File: config.mk
export PLATFORM = sky130hd
export DESIGN_NAME = embedded_text_scanner
export DESIGN_NICKNAME = d
export VERILOG_FILES = /design/src/rtl/ets_pkg.sv /design/src/rtl/ets_front.sv /design/src/rtl/ets_queue.sv /design/src/rtl/ets_back.sv /design/src/rtl/embedded_text_scanner.sv
export VERILOG_INCLUDE_DIRS = /design/src /design/src/rtl
export SDC_FILE = /design/constraint.sdc
export NUM_CORES = 1
export LEC_CHECK = 0
export ABC_AREA = 0
export BUFFER_PORTS_ARGS = -buffer_cell sky130_fd_sc_hd__buf_4
export CORE_ASPECT_RATIO = 0.6
export CORE_UTILIZATION = 62
export CTS_BUF_LIST = sky130_fd_sc_hd__clkbuf_2 sky130_fd_sc_hd__clkbuf_4 sky130_fd_sc_hd__clkbuf_8
export CTS_CLUSTER_DIAMETER = 150
export DETAILED_ROUTE_END_ITERATION = 10
export PLACE_DENSITY_LB_ADDON = 0.1
export RECOVER_POWER = 100
export SETUP_SLACK_MARGIN = 0.15
export SYNTH_ARGS = -nofsm -noshare
export SYNTH_HDL_FRONTEND = slang
export SYNTH_SLANG_ARGS = --single-unit
File: constraint.sdc
create_clock -name clk_i -period 3.4 [get_ports clk_i]
set_clock_uncertainty 0.15 [all_clocks]
set_input_delay 0.17 -clock clk_i [delete_from_list [all_inputs] [get_ports clk_i]]
set_output_delay 0.17 -clock clk_i [all_outputs]
set_load 0.01 [all_outputs]
File: src/rtl/embedded_text_scanner_macros.svh
// Assertion macros shared by the scanner modules.
`ifndef EMBEDDED_TEXT_SCANNER_MACROS_SVH
`define EMBEDDED_TEXT_SCANNER_MACROS_SVH

`ifndef SYNTHESIS
// Same-cycle implication.
`define ETS_ASSERT_IMP(lbl, clk, rst_n, ante, cons, msg) \
  lbl: assert property (@(posedge clk) disable iff (!rst_n) (ante) |-> (cons)) \
    else $error(msg);
// Next-cycle implication.
`define ETS_ASSERT_NXT(lbl, clk, rst_n, ante, cons, msg) \
  lbl: assert property (@(posedge clk) disable iff (!rst_n) (ante) |=> (cons)) \
    else $error(msg);
`else
`define ETS_ASSERT_IMP(lbl, clk, rst_n, ante, cons, msg)
`define ETS_ASSERT_NXT(lbl, clk, rst_n, ante, cons, msg)
`endif

`endif

File: src/rtl/ets_pkg.sv
package ets_pkg;

  localparam int DEPTH_BITS     = 8;
  localparam int POSITION_BITS  = 16;
  localparam int QUEUE_DEPTH    = 4;
  localparam int QUEUE_PTR_BITS = $clog2(QUEUE_DEPTH);
  localparam int QUEUE_CNT_BITS = $clog2(QUEUE_DEPTH + 1);

  localparam logic signed [DEPTH_BITS-1:0] DEPTH_MAX = {1'b0, {(DEPTH_BITS-1){1'b1}}};
  localparam logic signed [DEPTH_BITS-1:0] DEPTH_MIN = ~DEPTH_MAX;

  localparam logic [7:0] CHAR_DQUOTE = 8'h22;
  localparam logic [7:0] CHAR_SQUOTE = 8'h27;
  localparam logic [7:0] CHAR_POUND  = 8'h23;
  localparam logic [7:0] CHAR_LPAREN = 8'h28;
  localparam logic [7:0] CHAR_RPAREN = 8'h29;
  localparam logic [7:0] CHAR_LBRACK = 8'h5B;
  localparam logic [7:0] CHAR_RBRACK = 8'h5D;
  localparam logic [7:0] CHAR_LBRACE = 8'h7B;
  localparam logic [7:0] CHAR_RBRACE = 8'h7D;
  localparam logic [7:0] CHAR_SLASH  = 8'h2F;
  localparam logic [7:0] CHAR_STAR   = 8'h2A;
  localparam logic [7:0] CHAR_ZERO   = 8'h30;
  localparam logic [7:0] CHAR_NINE   = 8'h39;

  typedef enum logic [3:0] {
    CC_OTHER,
    CC_DQUOTE,
    CC_SQUOTE,
    CC_POUND,
    CC_LPAREN,
    CC_RPAREN,
    CC_LBRACK,
    CC_RBRACK,
    CC_LBRACE,
    CC_RBRACE,
    CC_SLASH,
    CC_STAR
  } char_class_e;

  typedef struct packed {
    char_class_e cls;
    logic        is_digit;
    logic        start;
  } ets_item_t;

endpackage

File: src/rtl/ets_front.sv
module ets_front (
  input  logic              in_valid_i,
  output logic              in_stall_o,
  input  logic [7:0]        text_byte_i,
  input  logic              start_of_text_i,
  input  logic              full_i,
  output logic              push_o,
  output ets_pkg::ets_item_t item_o
);
  import ets_pkg::*;

  char_class_e cls;

  always_comb begin
    case (text_byte_i)
      CHAR_DQUOTE: cls = CC_DQUOTE;
      CHAR_SQUOTE: cls = CC_SQUOTE;
      CHAR_POUND:  cls = CC_POUND;
      CHAR_LPAREN: cls = CC_LPAREN;
      CHAR_RPAREN: cls = CC_RPAREN;
      CHAR_LBRACK: cls = CC_LBRACK;
      CHAR_RBRACK: cls = CC_RBRACK;
      CHAR_LBRACE: cls = CC_LBRACE;
      CHAR_RBRACE: cls = CC_RBRACE;
      CHAR_SLASH:  cls = CC_SLASH;
      CHAR_STAR:   cls = CC_STAR;
      default:     cls = CC_OTHER;
    endcase
  end

  assign item_o.cls      = cls;
  assign item_o.is_digit = (text_byte_i >= CHAR_ZERO) && (text_byte_i <= CHAR_NINE);
  assign item_o.start    = start_of_text_i;

  assign in_stall_o = full_i;
  assign push_o     = in_valid_i && !full_i;

endmodule

File: src/rtl/ets_queue.sv
`include "embedded_text_scanner_macros.svh"

module ets_queue (
  input  logic              clk_i,
  input  logic              rst_ni,
  input  logic              push_i,
  input  ets_pkg::ets_item_t item_i,
  output logic              full_o,
  input  logic              pop_i,
  output logic              valid_o,
  output ets_pkg::ets_item_t item_o
);
  import ets_pkg::*;

  ets_item_t                 mem_q [QUEUE_DEPTH];
  logic [QUEUE_PTR_BITS-1:0] wr_ptr_q, wr_ptr_d;
  logic [QUEUE_PTR_BITS-1:0] rd_ptr_q, rd_ptr_d;
  logic [QUEUE_CNT_BITS-1:0] cnt_q, cnt_d;

  localparam logic [QUEUE_PTR_BITS-1:0] PtrLast = QUEUE_PTR_BITS'(QUEUE_DEPTH - 1);
  localparam logic [QUEUE_CNT_BITS-1:0] CntFull = QUEUE_CNT_BITS'(QUEUE_DEPTH);

  assign full_o  = (cnt_q == CntFull);
  assign valid_o = (cnt_q != '0);
  assign item_o  = mem_q[rd_ptr_q];

  always_comb begin
    wr_ptr_d = wr_ptr_q;
    rd_ptr_d = rd_ptr_q;
    cnt_d    = cnt_q;
    if (push_i) begin
      wr_ptr_d = (wr_ptr_q == PtrLast) ? '0 : wr_ptr_q + 1'b1;
    end
    if (pop_i) begin
      rd_ptr_d = (rd_ptr_q == PtrLast) ? '0 : rd_ptr_q + 1'b1;
    end
    if (push_i && !pop_i) begin
      cnt_d = cnt_q + 1'b1;
    end else if (pop_i && !push_i) begin
      cnt_d = cnt_q - 1'b1;
    end
  end

  always_ff @(posedge clk_i or negedge rst_ni) begin
    if (!rst_ni) begin
      wr_ptr_q <= '0;
      rd_ptr_q <= '0;
      cnt_q    <= '0;
    end else begin
      wr_ptr_q <= wr_ptr_d;
      rd_ptr_q <= rd_ptr_d;
      cnt_q    <= cnt_d;
    end
  end

  always_ff @(posedge clk_i) begin
    if (push_i) begin
      mem_q[wr_ptr_q] <= item_i;
    end
  end

  `ETS_ASSERT_IMP(a_no_underflow, clk_i, rst_ni, pop_i, cnt_q != '0, "pop from empty queue")
  `ETS_ASSERT_IMP(a_cnt_bound, clk_i, rst_ni, 1'b1, cnt_q <= CntFull, "queue count overrun")

endmodule

File: src/rtl/ets_back.sv
`include "embedded_text_scanner_macros.svh"

module ets_back (
  input  logic                            clk_i,
  input  logic                            rst_ni,
  input  logic                            valid_i,
  input  ets_pkg::ets_item_t              item_i,
  output logic                            pop_o,
  output logic                            out_valid_o,
  input  logic                            out_stall_i,
  output logic [ets_pkg::POSITION_BITS-1:0] position_o,
  output logic                            embedded_o
);
  import ets_pkg::*;

  typedef logic signed [DEPTH_BITS-1:0] depth_t;

  function automatic depth_t depth_step(depth_t d, logic up);
    depth_t r;
    r = d;
    if (up) begin
      if (d != DEPTH_MAX) r = d + depth_t'(1);
    end else begin
      if (d != DEPTH_MIN) r = d - depth_t'(1);
    end
    return r;
  endfunction

  function automatic logic depth_pos(depth_t d);
    return !d[DEPTH_BITS-1] && (d != '0);
  endfunction

  logic dq_q, dq_d, sq_q, sq_d, pounds_q, pounds_d, comment_q, comment_d;
  logic pend_q, pend_d, prev_unc_q, prev_unc_d;
  char_class_e prev_cls_q, prev_cls_d;
  depth_t paren_q, paren_d, brack_q, brack_d, brace_q, brace_d;
  logic [POSITION_BITS-1:0] cnt_q, cnt_d;

  logic out_valid_q;
  logic [POSITION_BITS-1:0] pos_q;
  logic emb_q;

  // state as seen by this item, after an optional clear
  logic e_dq, e_sq, e_pounds, e_comment, e_prev_unc;
  char_class_e e_prev_cls;
  depth_t e_paren, e_brack, e_brace;
  logic [POSITION_BITS-1:0] e_cnt;
  logic open_ok, flag, cmt_open, cmt_close;

  assign pop_o = valid_i && (!out_valid_q || !out_stall_i);

  always_comb begin
    e_dq       = item_i.start ? 1'b0 : dq_q;
    e_sq       = item_i.start ? 1'b0 : sq_q;
    e_comment  = item_i.start ? 1'b0 : comment_q;
    e_prev_unc = item_i.start ? 1'b0 : prev_unc_q;
    e_prev_cls = item_i.start ? CC_OTHER : prev_cls_q;
    e_paren    = item_i.start ? '0 : paren_q;
    e_brack    = item_i.start ? '0 : brack_q;
    e_brace    = item_i.start ? '0 : brace_q;
    e_cnt      = item_i.start ? '0 : cnt_q;
    // resolve a pending pound against this byte
    e_pounds   = item_i.start ? 1'b0 : (pounds_q || (pend_q && item_i.is_digit));

    flag = e_dq || e_sq || e_pounds || e_comment ||
           depth_pos(e_paren) || depth_pos(e_brack) || depth_pos(e_brace);

    open_ok   = !e_dq && !e_sq && !e_comment;
    cmt_open  = e_prev_unc && (e_prev_cls == CC_SLASH) && open_ok && (item_i.cls == CC_STAR);
    cmt_close = e_prev_unc && (e_prev_cls == CC_STAR) && e_comment &&
                (item_i.cls == CC_SLASH);
  end

  always_comb begin
    dq_d       = e_dq;
    sq_d       = e_sq;
    pounds_d   = e_pounds;
    comment_d  = e_comment;
    pend_d     = 1'b0;
    paren_d    = e_paren;
    brack_d    = e_brack;
    brace_d    = e_brace;
    cnt_d      = (e_cnt != '1) ? e_cnt + 1'b1 : e_cnt;
    prev_cls_d = item_i.cls;
    prev_unc_d = !(cmt_open || cmt_close);
    if (cmt_open) begin
      comment_d = 1'b1;
    end else if (cmt_close) begin
      comment_d = 1'b0;
    end else begin
      case (item_i.cls)
        CC_DQUOTE: if (!e_sq && !e_comment) dq_d = !e_dq;
        CC_SQUOTE: if (!e_dq && !e_comment) sq_d = !e_sq;
        CC_POUND: begin
          if (open_ok) begin
            if (e_pounds) pounds_d = 1'b0;
            else pend_d = 1'b1;
          end
        end
        CC_LPAREN: if (open_ok) paren_d = depth_step(e_paren, 1'b1);
        CC_RPAREN: if (open_ok) paren_d = depth_step(e_paren, 1'b0);
        CC_LBRACK: if (open_ok) brack_d = depth_step(e_brack, 1'b1);
        CC_RBRACK: if (open_ok) brack_d = depth_step(e_brack, 1'b0);
        CC_LBRACE: if (open_ok) brace_d = depth_step(e_brace, 1'b1);
        CC_RBRACE: if (open_ok) brace_d = depth_step(e_brace, 1'b0);
        default: ;
      endcase
    end
  end

  always_ff @(posedge clk_i or negedge rst_ni) begin
    if (!rst_ni) begin
      dq_q        <= 1'b0;
      sq_q        <= 1'b0;
      pounds_q    <= 1'b0;
      comment_q   <= 1'b0;
      pend_q      <= 1'b0;
      prev_unc_q  <= 1'b0;
      prev_cls_q  <= CC_OTHER;
      paren_q     <= '0;
      brack_q     <= '0;
      brace_q     <= '0;
      cnt_q       <= '0;
      out_valid_q <= 1'b0;
    end else begin
      if (pop_o) begin
        dq_q       <= dq_d;
        sq_q       <= sq_d;
        pounds_q   <= pounds_d;
        comment_q  <= comment_d;
        pend_q     <= pend_d;
        prev_unc_q <= prev_unc_d;
        prev_cls_q <= prev_cls_d;
        paren_q    <= paren_d;
        brack_q    <= brack_d;
        brace_q    <= brace_d;
        cnt_q      <= cnt_d;
      end
      if (pop_o) begin
        out_valid_q <= 1'b1;
      end else if (!out_stall_i) begin
        out_valid_q <= 1'b0;
      end
    end
  end

  always_ff @(posedge clk_i) begin
    if (pop_o) begin
      pos_q <= e_cnt;
      emb_q <= flag;
    end
  end

  assign out_valid_o = out_valid_q;
  assign position_o  = pos_q;
  assign embedded_o  = emb_q;

  `ETS_ASSERT_IMP(a_pop_only_free, clk_i, rst_ni, out_valid_q && out_stall_i, !pop_o, "pop while output held")
  `ETS_ASSERT_NXT(a_start_pos_zero, clk_i, rst_ni, pop_o && item_i.start, pos_q == '0, "start not at zero")

endmodule

File: src/rtl/embedded_text_scanner.sv
// SQL text scanner, one byte per item.
// Input channel: text_byte_i with start_of_text_i, handshake in_valid_i / in_stall_o.
// An item is taken at a rising edge with in_valid_i high and in_stall_o low.
// Output channel: position_o and embedded_o, handshake out_valid_o / out_stall_i.
// embedded_o is high when the byte lies in quotes, a comment, a date literal
// or at a positive bracket depth, judged from the earlier bytes of the text.
// start_of_text_i clears all scan state before that byte is judged.
// A taken item is first written into the queue; its result is registered in the back end
// when the item is popped from the queue.
// Throughput: one item per cycle while out_stall_i is low, set by the state update
// in the back end; a four-entry queue sits between the classifier and the back end.
// When the receiver stalls, the result holds and the queue fills; in_stall_o
// rises once the queue is full and falls as soon as an entry drains.
// Reset clears the scan state, the queue and the output valid at once.
module embedded_text_scanner (
  input  logic                            clk_i,
  input  logic                            rst_ni,
  input  logic                            in_valid_i,
  output logic                            in_stall_o,
  input  logic [7:0]                      text_byte_i,
  input  logic                            start_of_text_i,
  output logic                            out_valid_o,
  input  logic                            out_stall_i,
  output logic [ets_pkg::POSITION_BITS-1:0] position_o,
  output logic                            embedded_o
);
  import ets_pkg::*;

  logic      push, full, pop, q_valid;
  ets_item_t f_item, q_item;

  ets_front u_front (
    .in_valid_i      (in_valid_i),
    .in_stall_o      (in_stall_o),
    .text_byte_i     (text_byte_i),
    .start_of_text_i (start_of_text_i),
    .full_i          (full),
    .push_o          (push),
    .item_o          (f_item)
  );

  ets_queue u_queue (
    .clk_i   (clk_i),
    .rst_ni  (rst_ni),
    .push_i  (push),
    .item_i  (f_item),
    .full_o  (full),
    .pop_i   (pop),
    .valid_o (q_valid),
    .item_o  (q_item)
  );

  ets_back u_back (
    .clk_i       (clk_i),
    .rst_ni      (rst_ni),
    .valid_i     (q_valid),
    .item_i      (q_item),
    .pop_o       (pop),
    .out_valid_o (out_valid_o),
    .out_stall_i (out_stall_i),
    .position_o  (position_o),
    .embedded_o  (embedded_o)
  );

endmodule
==> impl_metrics.tcl <==
set metrics [dict create \
    status "finished, violations left" \
    violations "capacitance limit, slew limit" \
    critical-path-top-delay-family "compound AO/OA/AOI/OAI gates" \
    grtUsageMet2_pct 45.87 \
    worst_skew_pair.late_latency_ns 0.37 \
    powerDensity_nw_per_um2 903.6 \
    min_tclk_post_route_ns 3.143 \
    number_of_synthesized_register_bits 99 \
    route.detailed.vias_per_inst 6.693 \
    timing.critical_path.fanout_max 13 \
    cp.required_ns 3.48 \
    port_buffers 31 \
    worst_r2r_startpoint "u_queue.rd_ptr_q[1]$_DFFE_PN0P_" \
    yosysTopAreaCell "sky130_fd_sc_hd__dfrtp_1" \
    hold_viol_final 0 \
    synthesis.yosys.warnings 0 \
    grt_first_pass_wirelength_um 25440 \
    clk_pin_slew_worst_paths_ns 0.10 \
    detailedRoute.firstPassIterationCount 7 \
    timing.setup.critical_path_class "reg -> reg" \
    grt.busiest_layer "met1" \
    cts.sinks 99 \
    post-route-drc-count 0 \
    cts_root_buffer "sky130_fd_sc_hd__clkbuf_8" \
    grt-ovfl-total 0 \
    syn_area_um2 6168 \
    post_synth.cell_area_avg_um2 9.152 \
    post_synth_inst_count 674 \
    multi_input_comb_area_um2 3239 \
    layout.area.seq_um2 2684 \
    final_max_slew_viols 59 \
    final_nets 715 \
    netlist-cell-type-count 68 \
    initial_core_util_pct 65.45 \
    hold_start "text_byte_i[3]" \
    route.detailed.wl_per_inst_um 19.17 \
    leakagePower_nw 2.564 \
    floorplan.die.height_um 79.26 \
    critical_path.endpoint_type "flop" \
    setup-violations-final 0 \
    start_kind "flop" \
    cell_type_with_the_highest_occurrence_count_on_the_critical_path "sky130_fd_sc_hd__o21ai_0" \
    final_estimated_routing_congestion_in_global_placement 0.9515 \
    netlist.area_leader.share_pct 23.53 \
    worst_setup_path_startpoint "u_queue.rd_ptr_q[1]$_DFFE_PN0P_" \
    fillers 740 \
    maxClockFrequency_ghz 0.3182 \
    ctsLongestPathBuffers 2 \
    critical_path.cell_chain "mux2i_1 -> mux2_4 -> buf_4 -> nand2_1 -> inv_1 -> ha_1 -> and3_1 -> a31oi_1 -> o21ai_0 -> o2bb2ai_1 -> o21ai_0 -> o31ai_1" \
    yosys-top-cells-area "sky130_fd_sc_hd__dfrtp_1, sky130_fd_sc_hd__edfxtp_1, sky130_fd_sc_hd__nand2_1" \
    row_count 27 \
    io-pin-count 32 \
    antennaDiodeCount 0 \
    use_met1_pct 49.04 \
    tritoncts_clock_tree "done" \
    critical_path.n_buffers_inverters 2 \
    drt_iter0_drc 648 \
    grt_max_degree 59 \
    worst_hold_slack_ns 0.05731 \
    slew-limit-headroom_pct -2.351 \
    core_area_um2 9425 \
    ir_drop_mv 0.4220 \
    cts_post_setup_buffers_inserted 0 \
    die_width_um 130.8 \
    max_cap_viol_count 1 \
    grt.met3_usage_pct 8.962 \
    synth-seq-area-share_pct 43.49 \
    worst-slew-pin-transition_ns 1.535 \
    vias 5488 \
    timing.final.crit_share_pct 92.43 \
    drive_above_1_share_pct 8.261 \
    design.die.area_um2 10360 \
    antenna_found_initial 0 \
    drt.antenna.violating_nets 0 \
    grt_setup_unrepaired "no" \
    dp.final_hpwl_um 10950 \
    cts_made_buffers 9 \
    synth-async-reset-ratio_pct 58.59 \
    totalNegativeSetupSlack_ns 0 \
    area_growth_syn_to_layout_pct 7.039 \
    routed_wl_um 15720 \
    critical_path_arrival_ns 3.22 \
    syn-num-nets 704 \
    critical-path-slowest-cell "sky130_fd_sc_hd__dfrtp_2" \
    postSynth.topFlopCell "sky130_fd_sc_hd__dfrtp_1" \
    grt_pass1_vias 4996 \
    htree_num_levels 3 \
    timing.hold.worst.class "in -> reg" \
    groute.usage.overall_pct 32.48 \
    slowest_delay_ns 0.48 \
    synth-edff-count 41 \
]
-- per-stage QoR --
stage	power [W]	worst slack (ns)	cells	util [%]	instance area, µm²
final	0.005966	0.2573	820	70.05	6603
after global routing	0.006368	0.08432	820	70.05	6603
after CTS	0.005925	0.2048	820	71.10	6701
after detailed placement	0.005177	0.2456	801	68.80	6485
after global placement	0.005060	0.3949	801	68.80	6485
after floorplan	0.004268	0.2915	674	-	6168
-- kinds of logic after synthesis --
family | synth area share [%]
simple gates | 24.30
compound gates | 16.90
flops | 43.49
buf+inv | 4.097
xor+xnor | 3.266
mux | 4.381
fa+ha+maj | 3.570
-- synthesized netlist by cell type (all sizes together), types with 3 or more instances --
cell type    n
a211oi       3
a21o         5
a21oi       29
a22o         5
a22oi        3
a31o         5
a31oi       12
a32o         3
a32oi        3
and2         7
and3         7
and3b        4
and4         6
buf          9
clkbuf      39
dfrtp       58
edfxtp      41
ha          16
inv         17
mux2         4
mux2i        9
mux4         6
nand2      100
nand2b       4
nand3       26
nand3b       6
nand4       12
nand4b       3
nor2        37
nor2b       20
nor3        28
nor3b        3
nor4        10
o211ai      10
o21ai       55
o22ai        3
o31ai        7
or3          3
or4          4
xnor2        7
xor2        16
-- path summary, 6_finish.rpt --
check / depth (start not counted) / to / slack [ns]
worst max-delay path: 12 / u_back.brace_q[1]$_DFFE_PN0P_ / 0.26
worst max register to register: 12 / u_back.brace_q[1]$_DFFE_PN0P_ / 0.26
worst min register to register: 1 / u_queue.cnt_q[2]$_DFFE_PN0P_ / 0.34
worst min-delay path: 2 / u_queue.mem_q[2][4]$_DFFE_PP_ / 0.06
max in group asynchronous: 2 / u_queue.rd_ptr_q[1]$_DFFE_PN0P_ / 1.53
min in group asynchronous: 2 / u_back.out_valid_o$_DFFE_PN0P_ / 0.55
-- state kept, by name, indices dropped and copies added (netlist names), 3 cells and up --
name and cells:
u_back.brace_q 8, u_back.brack_q 8, u_back.cnt_q 16, u_back.paren_q 8
u_back.position_o 16, u_back.prev_cls_q 4, u_queue.cnt_q 3, u_queue.mem_q 24
-- cells in the final DEF, fill, tap and decap left out, drive strengths merged, types with 16 or more instances in the layout --
| master | Yosys | routed |
|---|---|---|
| xor2 | 16 | 16 |
| nor2 | 37 | 37 |
| edfxtp | 41 | 41 |
| nor3 | 28 | 28 |
| clkbuf | 39 | 39 |
| a21oi | 29 | 29 |
| nand3 | 26 | 26 |
| buf | 9 | 17 |
| ha | 16 | 16 |
| inv | 17 | 19 |
| nand2 | 100 | 100 |
| dfrtp | 58 | 58 |
| nor2b | 20 | 20 |
| o21ai | 55 | 55 |
-- layer usage --
layer	wire, µm	up-vias
met5	0	-
met4	190	0
met3	1662	27
met2	6443	327
met1	7426	2626
li1	-	2508
-- where the power goes --
part	total [W]	switching, W	internal [W]
Sequential	0.00204	0.000415	0.00162
Combinational	0.00319	0.00205	0.00115
Clock	0.000737	0.000427	0.000309
-- cell type report --
type                            count  share of cell area (%)
Sequential cell                    99                   40.65
Multi-Input combinational cell    510                   49.06
Timing Repair Buffer               48                   4.036
Clock inverter                      5                  0.5306
Tap cell                          130                   2.464
Clock buffer                       11                   2.293
Inverter                           17                  0.9665
-- what timing repair did --
item | in CTS | in global routing
resized for setup | 0 | 4
hold buffers | 3 | 0
setup endpoints to repair | 0 | 12
endpoints found under the hold margin | 63 | 0
Power figures use the tool's default switching activity.
